[config.mk]
export PLATFORM = sky130hd
export DESIGN_NAME = axis_waypoint_sequencer_top
export DESIGN_NICKNAME = d
export VERILOG_FILES = /design/src/hdl/aws_pkg.sv /design/src/hdl/aws_seq_core.sv /design/src/hdl/axis_waypoint_sequencer_top.sv
export SDC_FILE = /design/constraint.sdc
export NUM_CORES = 1
export LEC_CHECK = 0
export ABC_AREA = 1
export BUFFER_PORTS_ARGS = -buffer_cell sky130_fd_sc_hd__buf_2
export CORE_MARGIN = 2
export CORE_UTILIZATION = 45
export CTS_BUF_LIST = sky130_fd_sc_hd__clkbuf_4 sky130_fd_sc_hd__clkbuf_8 sky130_fd_sc_hd__clkbuf_16
export DETAILED_ROUTE_END_ITERATION = 12
export SYNTH_ARGS = -nofsm -noshare
export SYNTH_HDL_FRONTEND = slang
export SYNTH_HIERARCHICAL = 1
export SYNTH_SLANG_ARGS = --single-unit
[constraint.sdc]
create_clock -name clk -period 6.8 [get_ports clk]
set_input_delay 0.68 -clock clk [delete_from_list [all_inputs] [get_ports clk]]
set_output_delay 0.68 -clock clk [all_outputs]
set_load 0.01 [all_outputs]
[src/hdl/aws_pkg.sv]
// ----------------------------------------------------------------------------
// aws_pkg
// Shared types and constants for the axis waypoint sequencer.
// ----------------------------------------------------------------------------
package aws_pkg;

	localparam int MAX_WAYPOINTS = 8;
	localparam int WP_AW         = $clog2(MAX_WAYPOINTS);

	localparam int POS_W  = 16;
	localparam int VEL_W  = 16;
	localparam int ACC_W  = 20;
	localparam int STAT_W = 7;
	localparam int IDX_W  = 3;
	localparam int CNT_W  = 4;
	localparam int CFG_AW = 3;
	localparam int CFG_DW = 20;

	localparam logic [CNT_W-1:0] WP_COUNT_RST = CNT_W'(5);
	localparam logic [POS_W-1:0] HOME_POS_RST = POS_W'(700);
	localparam logic [VEL_W-1:0] HOME_VEL_RST = VEL_W'(500);
	localparam logic [ACC_W-1:0] HOME_ACC_RST = ACC_W'(5000);

	// operation codes
	localparam logic OP_TICK = 1'b0;
	localparam logic OP_LOAD = 1'b1;

	// configuration register indexes
	localparam logic [CFG_AW-1:0] REG_WP_COUNT  = CFG_AW'(0);
	localparam logic [CFG_AW-1:0] REG_HOME_POS  = CFG_AW'(1);
	localparam logic [CFG_AW-1:0] REG_HOME_VEL  = CFG_AW'(2);
	localparam logic [CFG_AW-1:0] REG_HOME_ACC  = CFG_AW'(3);

	// drive status bit positions
	localparam int ST_ACTIVE   = 0;
	localparam int ST_POWERED  = 1;
	localparam int ST_HOMED    = 2;
	localparam int ST_ERR      = 3;
	localparam int ST_UPD_DONE = 4;
	localparam int ST_MV_ACT   = 5;
	localparam int ST_IN_POS   = 6;

	typedef enum logic [3:0] {
		SEQ_ACTIVE = 4'd0,
		SEQ_POWER  = 4'd1,
		SEQ_HOME   = 4'd2,
		SEQ_WAIT   = 4'd3,
		SEQ_UPD    = 4'd4,
		SEQ_MOT1   = 4'd5,
		SEQ_MOT2   = 4'd6,
		SEQ_HUPD   = 4'd7,
		SEQ_HMOT1  = 4'd8,
		SEQ_HMOT2  = 4'd9,
		SEQ_STOP   = 4'd10,
		SEQ_ERROR  = 4'd11
	} seq_state_t;

	typedef struct packed {
		logic              op;
		logic [STAT_W-1:0] drive_status;
		logic              home_request;
		logic              start_request;
		logic              stop_request;
		logic [IDX_W-1:0]  wp_index;
		logic [POS_W-1:0]  wp_position;
		logic [VEL_W-1:0]  wp_velocity;
	} in_item_t;

	typedef struct packed {
		logic [3:0]       seq_state;
		logic [POS_W-1:0] target_position;
		logic [VEL_W-1:0] target_velocity;
		logic [ACC_W-1:0] target_accel;
		logic             update_cmd;
		logic             move_cmd;
		logic             drive_home_cmd;
		logic [IDX_W-1:0] waypoint_now;
	} res_item_t;

	typedef struct packed {
		logic              we;
		logic [CFG_AW-1:0] index;
		logic [CFG_DW-1:0] data;
	} cfg_wr_t;

endpackage

[src/hdl/aws_seq_core.sv]
// ----------------------------------------------------------------------------
// aws_seq_core
// Sequencer state, request latches, waypoint table and next-state logic.
// The result is the state after the step; the state registers update when step is high.
// ----------------------------------------------------------------------------
module aws_seq_core (
	input  logic               clk,
	input  logic               arst_n,
	input  logic               step,
	input  aws_pkg::in_item_t  item,
	input  aws_pkg::cfg_wr_t   cfg,
	output aws_pkg::res_item_t result
);
	import aws_pkg::*;

	logic [CNT_W-1:0] wp_count_q;
	logic [POS_W-1:0] home_pos_q;
	logic [VEL_W-1:0] home_vel_q;
	logic [ACC_W-1:0] home_acc_q;

	seq_state_t       st_q, st_d;
	logic [IDX_W-1:0] idx_q, idx_d;
	logic             hl_q, hl_d, sl_q, sl_d, stl_q, stl_d;
	logic [POS_W-1:0] pos_q, pos_d;
	logic [VEL_W-1:0] vel_q, vel_d;
	logic [ACC_W-1:0] acc_q, acc_d;
	logic             upd_q, upd_d, mv_q, mv_d, dh_q, dh_d;

	logic [POS_W-1:0] pos_tbl_q [MAX_WAYPOINTS];
	logic [VEL_W-1:0] vel_tbl_q [MAX_WAYPOINTS];

	logic [IDX_W-1:0] last_idx;
	logic [POS_W-1:0] tbl_pos;
	logic [VEL_W-1:0] tbl_vel;
	logic             active, powered, homed, err, upd_done, mv_active, in_pos;

	assign active    = item.drive_status[ST_ACTIVE];
	assign powered   = item.drive_status[ST_POWERED];
	assign homed     = item.drive_status[ST_HOMED];
	assign err       = item.drive_status[ST_ERR];
	assign upd_done  = item.drive_status[ST_UPD_DONE];
	assign mv_active = item.drive_status[ST_MV_ACT];
	assign in_pos    = item.drive_status[ST_IN_POS];

	assign tbl_pos = pos_tbl_q[idx_q[WP_AW-1:0]];
	assign tbl_vel = vel_tbl_q[idx_q[WP_AW-1:0]];

	// count 0 acts as 1, counts past the table act as the table size
	always_comb begin
		if (wp_count_q == '0)
			last_idx = '0;
		else if (32'(wp_count_q) > MAX_WAYPOINTS)
			last_idx = IDX_W'(MAX_WAYPOINTS - 1);
		else
			last_idx = IDX_W'(wp_count_q - CNT_W'(1));
	end

	always_comb begin
		st_d  = st_q;
		idx_d = idx_q;
		hl_d  = hl_q;
		sl_d  = sl_q;
		stl_d = stl_q;
		pos_d = pos_q;
		vel_d = vel_q;
		acc_d = acc_q;
		upd_d = upd_q;
		mv_d  = mv_q;
		dh_d  = dh_q;
		if (item.op == OP_TICK) begin
			hl_d  = hl_q | item.home_request;
			sl_d  = sl_q | item.start_request;
			stl_d = stl_q | item.stop_request;
			case (st_q)
				SEQ_ACTIVE: begin
					if (active) st_d = SEQ_POWER;
				end
				SEQ_POWER: begin
					if (powered) st_d = SEQ_HOME;
				end
				SEQ_HOME: begin
					if (homed) begin
						dh_d = 1'b0;
						hl_d = 1'b0;
						st_d = SEQ_WAIT;
					end
				end
				SEQ_WAIT: begin
					// start wins over home
					if (sl_d) begin
						idx_d = '0;
						st_d  = SEQ_UPD;
					end else if (hl_d) begin
						st_d = SEQ_HUPD;
					end
				end
				SEQ_UPD: begin
					pos_d = tbl_pos;
					vel_d = tbl_vel;
					acc_d = {1'b0, tbl_vel, 3'b000} + {3'b000, tbl_vel, 1'b0};
					upd_d = 1'b1;
					if (upd_done) st_d = SEQ_MOT1;
				end
				SEQ_MOT1: begin
					mv_d = 1'b1;
					if (mv_active) st_d = SEQ_MOT2;
				end
				SEQ_MOT2: begin
					if (stl_d) begin
						st_d = SEQ_STOP;
					end else if (in_pos) begin
						mv_d = 1'b0;
						if (idx_q >= last_idx) begin
							st_d = SEQ_WAIT;
						end else begin
							idx_d = idx_q + IDX_W'(1);
							st_d  = SEQ_UPD;
						end
					end
				end
				SEQ_HUPD: begin
					pos_d = home_pos_q;
					vel_d = home_vel_q;
					acc_d = home_acc_q;
					upd_d = 1'b1;
					if (upd_done) st_d = SEQ_HMOT1;
				end
				SEQ_HMOT1: begin
					mv_d = 1'b1;
					if (mv_active) st_d = SEQ_HMOT2;
				end
				SEQ_HMOT2: begin
					if (in_pos) begin
						mv_d = 1'b0;
						hl_d = 1'b0;
						st_d = SEQ_WAIT;
					end
				end
				SEQ_STOP: begin
					stl_d = 1'b0;
					sl_d  = 1'b0;
					mv_d  = 1'b0;
					if (!mv_active) st_d = SEQ_WAIT;
				end
				SEQ_ERROR: begin
					hl_d  = 1'b0;
					upd_d = 1'b0;
					stl_d = 1'b0;
					sl_d  = 1'b0;
					mv_d  = 1'b0;
					if (!err) st_d = SEQ_WAIT;
				end
				default: begin
					st_d = st_q;
				end
			endcase
			if (hl_d && !homed) dh_d = 1'b1;
			if (err) st_d = SEQ_ERROR;
		end
	end

	always_comb begin
		result.seq_state       = st_d;
		result.target_position = pos_d;
		result.target_velocity = vel_d;
		result.target_accel    = acc_d;
		result.update_cmd      = upd_d;
		result.move_cmd        = mv_d;
		result.drive_home_cmd  = dh_d;
		result.waypoint_now    = idx_d;
	end

	always_ff @(posedge clk or negedge arst_n) begin
		if (!arst_n) begin
			wp_count_q <= WP_COUNT_RST;
			home_pos_q <= HOME_POS_RST;
			home_vel_q <= HOME_VEL_RST;
			home_acc_q <= HOME_ACC_RST;
		end else if (cfg.we) begin
			case (cfg.index)
				REG_WP_COUNT: wp_count_q <= cfg.data[CNT_W-1:0];
				REG_HOME_POS: home_pos_q <= cfg.data[POS_W-1:0];
				REG_HOME_VEL: home_vel_q <= cfg.data[VEL_W-1:0];
				REG_HOME_ACC: home_acc_q <= cfg.data[ACC_W-1:0];
				default: ;
			endcase
		end
	end

	always_ff @(posedge clk or negedge arst_n) begin
		if (!arst_n) begin
			st_q  <= SEQ_ACTIVE;
			idx_q <= '0;
			hl_q  <= 1'b0;
			sl_q  <= 1'b0;
			stl_q <= 1'b0;
			pos_q <= '0;
			vel_q <= '0;
			acc_q <= '0;
			upd_q <= 1'b0;
			mv_q  <= 1'b0;
			dh_q  <= 1'b0;
		end else if (step) begin
			st_q  <= st_d;
			idx_q <= idx_d;
			hl_q  <= hl_d;
			sl_q  <= sl_d;
			stl_q <= stl_d;
			pos_q <= pos_d;
			vel_q <= vel_d;
			acc_q <= acc_d;
			upd_q <= upd_d;
			mv_q  <= mv_d;
			dh_q  <= dh_d;
		end
	end

	always_ff @(posedge clk) begin
		if (step && item.op == OP_LOAD && 32'(item.wp_index) < MAX_WAYPOINTS) begin
			pos_tbl_q[item.wp_index[WP_AW-1:0]] <= item.wp_position;
			vel_tbl_q[item.wp_index[WP_AW-1:0]] <= item.wp_velocity;
		end
	end

endmodule

[src/hdl/axis_waypoint_sequencer_top.sv]
// ----------------------------------------------------------------------------
// axis_waypoint_sequencer_top
// Single-axis motion sequencer: input register, sequencer core, result register.
//
//   channel  handshake             payload
//   in       in_valid / in_stall   op, drive_status, requests, waypoint entry
//   out      out_valid / out_stall seq_state, targets, commands, waypoint_now
//   cfg      cfg_we                cfg_index, cfg_data
//
// One beat per cycle sustained while out_stall is low; an accepted beat passes the
// input register, then the sequencer step into the result register.
// The sequencer state updates in the same cycle the result register loads.
// A stalled result holds both stages; in_stall rises once the input register
// is full and cannot move on. Reset clears control state and sets config defaults.
// ----------------------------------------------------------------------------
module axis_waypoint_sequencer_top (
	input  logic                           clk,
	input  logic                           arst_n,
	input  logic                           in_valid,
	output logic                           in_stall,
	input  logic                           op,
	input  logic [aws_pkg::STAT_W-1:0]     drive_status,
	input  logic                           home_request,
	input  logic                           start_request,
	input  logic                           stop_request,
	input  logic [aws_pkg::IDX_W-1:0]      wp_index,
	input  logic [aws_pkg::POS_W-1:0]      wp_position,
	input  logic [aws_pkg::VEL_W-1:0]      wp_velocity,
	output logic                           out_valid,
	input  logic                           out_stall,
	output logic [3:0]                     seq_state,
	output logic [aws_pkg::POS_W-1:0]      target_position,
	output logic [aws_pkg::VEL_W-1:0]      target_velocity,
	output logic [aws_pkg::ACC_W-1:0]      target_accel,
	output logic                           update_cmd,
	output logic                           move_cmd,
	output logic                           drive_home_cmd,
	output logic [aws_pkg::IDX_W-1:0]      waypoint_now,
	input  logic                           cfg_we,
	input  logic [aws_pkg::CFG_AW-1:0]     cfg_index,
	input  logic [aws_pkg::CFG_DW-1:0]     cfg_data
);
	import aws_pkg::*;

	in_item_t  item_s1;
	logic      valid_s1;
	res_item_t res_d, res_q;
	logic      out_valid_q;
	logic      advance;
	logic      in_take;
	cfg_wr_t   cfg;

	assign advance  = valid_s1 && (!out_valid_q || !out_stall);
	assign in_stall = valid_s1 && !advance;
	assign in_take  = in_valid && !in_stall;

	assign cfg.we    = cfg_we;
	assign cfg.index = cfg_index;
	assign cfg.data  = cfg_data;

	always_ff @(posedge clk or negedge arst_n) begin
		if (!arst_n) begin
			valid_s1    <= 1'b0;
			out_valid_q <= 1'b0;
		end else begin
			if (in_take)
				valid_s1 <= 1'b1;
			else if (advance)
				valid_s1 <= 1'b0;
			if (advance)
				out_valid_q <= 1'b1;
			else if (!out_stall)
				out_valid_q <= 1'b0;
		end
	end

	always_ff @(posedge clk) begin
		if (in_take) begin
			item_s1.op            <= op;
			item_s1.drive_status  <= drive_status;
			item_s1.home_request  <= home_request;
			item_s1.start_request <= start_request;
			item_s1.stop_request  <= stop_request;
			item_s1.wp_index      <= wp_index;
			item_s1.wp_position   <= wp_position;
			item_s1.wp_velocity   <= wp_velocity;
		end
		if (advance)
			res_q <= res_d;
	end

	aws_seq_core u_core (
		.clk    (clk),
		.arst_n (arst_n),
		.step   (advance),
		.item   (item_s1),
		.cfg    (cfg),
		.result (res_d)
	);

	assign out_valid       = out_valid_q;
	assign seq_state       = res_q.seq_state;
	assign target_position = res_q.target_position;
	assign target_velocity = res_q.target_velocity;
	assign target_accel    = res_q.target_accel;
	assign update_cmd      = res_q.update_cmd;
	assign move_cmd        = res_q.move_cmd;
	assign drive_home_cmd  = res_q.drive_home_cmd;
	assign waypoint_now    = res_q.waypoint_now;

endmodule

==> results.sh <==
export IMPL_rsz0062_at_grt="no"
export IMPL_fin_crit_ns=4.01
export IMPL_die_w_um=217
export IMPL_holdBufCountCts=0
export IMPL_drc_errors=0
export IMPL_syn_avg_cell_area_um2=11.4
export IMPL_fillers=3905
export IMPL_dp_hpwl_um=31300
export IMPL_p_leak_nw=9.29
export IMPL_ctsRootBufferMaster="clkbuf_16"
export IMPL_cap_violations=0
export IMPL_dr_pass1_iters=6
export IMPL_r2r_end="target_accel[17]$_DFFE_PP_"
export IMPL_synthCells=1785
export IMPL_top_usage_layer="met2"
export IMPL_cpPeakStageDelay_ns=0.75
export IMPL_max_vdd_ir_drop_mv=0.187
export IMPL_met1_usage=0.303
export IMPL_finalHoldViolations=0
export IMPL_stdcell_count=2540
export IMPL_layout_commonest_cell="nand2_1"
export IMPL_cp_startpoint="u_core/idx_q[0]$_DFFE_PN0P_"
export IMPL_r2r_start="u_core/idx_q[0]$_DFFE_PN0P_"
export IMPL_portBuffers=137
export IMPL_final_cell_mix="nand2_1 (402), edfxtp_1 (364), o21ai_0 (220), nor2_1 (179), buf_2 (136)"
export IMPL_routabilityCongestion=0.909
export IMPL_drtAntennaViolNets=0
export IMPL_grt_pass1_wl_um=78700
export IMPL_status="completed"
export IMPL_die_area_mm2=0.0470
export IMPL_pre_cts_slack_ns=2.83
export IMPL_period_share=0.590
export IMPL_use_met2=0.352
export IMPL_drtIter0Drc=1279
export IMPL_cp_end_kind="flip-flop"
export IMPL_cts_sinks=487
export IMPL_drt_wl_total_um=50800
export IMPL_setup_ws_ns=2.79
export IMPL_die_h_um=217
export IMPL_drt_wirelength_per_cell_um=20.0
export IMPL_worst_skew_pair_late_latency_ns=0.60
export IMPL_reg2regPathDepth=18
export IMPL_cts_buffer_depth=3
export IMPL_p_per_area_mw_per_mm2=358
export IMPL_final_max_slew_viol_count=0
export IMPL_grt_overflow=0
export IMPL_vias=13800
export IMPL_startpoint_type="flip-flop"
export IMPL_nNetsFinal=2000
export IMPL_register_area_mm2=0.0140
export IMPL_ys_async_sr_fraction=0.253
export IMPL_cts_max_level=2
export IMPL_worst_pin_slew_ns=1.09
export IMPL_cts_tree="done"
export IMPL_cts_setup_buffers=0
export IMPL_vias_per_cell=5.42
export IMPL_path_max_fanout=80
export IMPL_fin_hold_ws_ns=0.139
export IMPL_tns_ns=0
export IMPL_areaGrowthSynthToFinish_pct=14.4
export IMPL_multi_input_area_mm2=0.00550
export IMPL_cts_resized=0
export IMPL_required_ns=7.15
export IMPL_cp_slowest_cell="dfrtp_4"
export IMPL_cts_buffers=51
export IMPL_antenna_found_initial=0
export IMPL_initial_utilization=0.459
export IMPL_hold_path_class="primary input to asynchronous set/reset pin"
export IMPL_row_count=77
export IMPL_critical_path_cell_chain="clkinv_2 -> buf_4 -> o21ai_0 -> o22ai_1 -> nand2_1 -> nand2_1 -> ha_1 -> inv_1 -> fa_1 -> nand3b_1 -> nand2_1 -> nand2_1 -> a21oi_1 -> nor2_1 -> nand3_1 -> nand3_1 -> nand2_1 -> nand2_2"
export IMPL_finalClockSkew_ns=0.0209
export IMPL_endpoint="target_accel[17]$_DFFE_PP_"
export IMPL_grt_max_degree=86
export IMPL_grtUsageMet3=0.0300
export IMPL_slew_headroom=0.272
export IMPL_fin_util=0.525
export IMPL_synthDistinctLibCells=53
export IMPL_arrival_ns=4.36
export IMPL_drive_gt1_frac=0.169
export IMPL_clkTransAtPathRegs_ns=0.06
export IMPL_clock_fmax_mhz=249
export IMPL_synth_fp_nets=1879
export IMPL_synth_edf_count=364
export IMPL_grt_pass1_vias=13600
export IMPL_post_place_cells=2445
export IMPL_synth_area_mm2=0.0204
export IMPL_worst_setup_path_type="flip-flop to flip-flop"
export IMPL_yosysSeqAreaShare=0.689
export IMPL_grt_usage=0.219
export IMPL_diodes=0
export IMPL_ff2ff_setup_slack_ns=2.79
export IMPL_coreArea_mm2=0.0444
export IMPL_synth_flop_cell="edfxtp_1"
export IMPL_ios=138
export IMPL_yosys_register_bits=487
export IMPL_path_common_cell="nand2_1"
export IMPL_final_setup_viol_count=0
export IMPL_ys_warn_count=6
-- worst min path at each step --
stage,from,to,depth (start not counted)
2_1_floorplan,arst_n,out_valid$_DFFE_PN0P_,0
3_3_place_gp,u_core/pos_q[0]$_DFFE_PN0P_,u_core/pos_q[0]$_DFFE_PN0P_,2
3_5_place_dp,u_core/pos_q[12]$_DFFE_PN0P_,u_core/pos_q[12]$_DFFE_PN0P_,2
4_1_cts,arst_n,u_core/vel_q[14]$_DFFE_PN0P_,1
5_1_grt,arst_n,u_core/vel_q[14]$_DFFE_PN0P_,1
6_report,arst_n,u_core/vel_q[14]$_DFFE_PN0P_,1
-- synth_stat cells, types with 6 or more instances --
cell        n  area, um^2
o211ai_1    8        60.1
buf_6       8        90.1
dfrtp_1   104        2600
inv_1      93         349
o21ai_1     6        30.0
buf_2      21         105
o221ai_1   36         315
nand3_1    83         415
a21oi_1    25         125
buf_4      11        82.6
nand3_2    17         170
dfstp_2    19         499
buf_1       8        30.0
clkbuf_1   44         165
o211ai_2   11         138
ha_1       19         238
o22ai_1    27         169
o21ai_0   220        1100
nor2_1    187         702
edfxtp_1  364       10900
nand2_1   402        1510
a31oi_1     8        50.1
-- where the power goes --
part | switching (mW) | internal [mW]
clock network | 1.14 | 1.71
registers | 0.230 | 3.63
logic | 1.06 | 0.556
total | 2.43 | 5.90
-- layout make-up --
class | count | area share
Sequential cell | 487 | 0.602
Timing Repair Buffer | 161 | 0.0373
Inverter | 103 | 0.0170
Multi-Input combinational cell | 1102 | 0.236
Tap cell | 592 | 0.0318
Clock inverter | 28 | 0.0124
Clock buffer | 67 | 0.0630
-- metrics by stage --
step,power (mW),area (um^2)
after floorplan,5.05,20400
after global placement,5.50,21500
after detailed placement,5.53,21500
after CTS,8.41,23300
after global routing,8.79,23300
final,8.34,23300
-- kinds of logic (layout without fill, tap and decap cells) --
group,after synthesis,in the layout,share of synthesized area
xor+xnor,4,4,0.00172
fa+ha+maj,20,20,0.0126
flops,487,487,0.689
compound gates,359,359,0.105
simple gates,716,716,0.148
mux,3,3,0.00166
buf+inv,196,359,0.0428
-- sequential cells by signal, indices dropped and copies added, names as in the netlist, 4 cells and up --
signal             cells
item_s1               46
seq_state              4
target_accel          20
target_position       16
target_velocity       16
u_core/acc_q          20
u_core/home_acc_q     20
u_core/home_pos_q     16
u_core/home_vel_q     16
u_core/pos_q          16
u_core/pos_tbl_q     128
u_core/st_q            4
u_core/vel_q          16
u_core/vel_tbl_q     128
u_core/wp_count_q      4
-- worst max-delay path, delay by kind of cell, from the launching register on --
family	cells	cell delay [ns]
flip-flops	1	0.75
adder cells (fa/ha/maj)	2	0.62
buffers and inverters	3	0.83
AO/OA/AOI/OAI	3	0.50
AND/OR/NAND/NOR	10	1.03
-- routing by layer --
metal | share of wire | up-vias
met5 | 0 | -
met4 | 0.036 | 0
met3 | 0.060 | 99
met2 | 0.47 | 415
met1 | 0.43 | 6742
li1 | - | 6500
No activity file was read; power rests on OpenSTA's default activity.
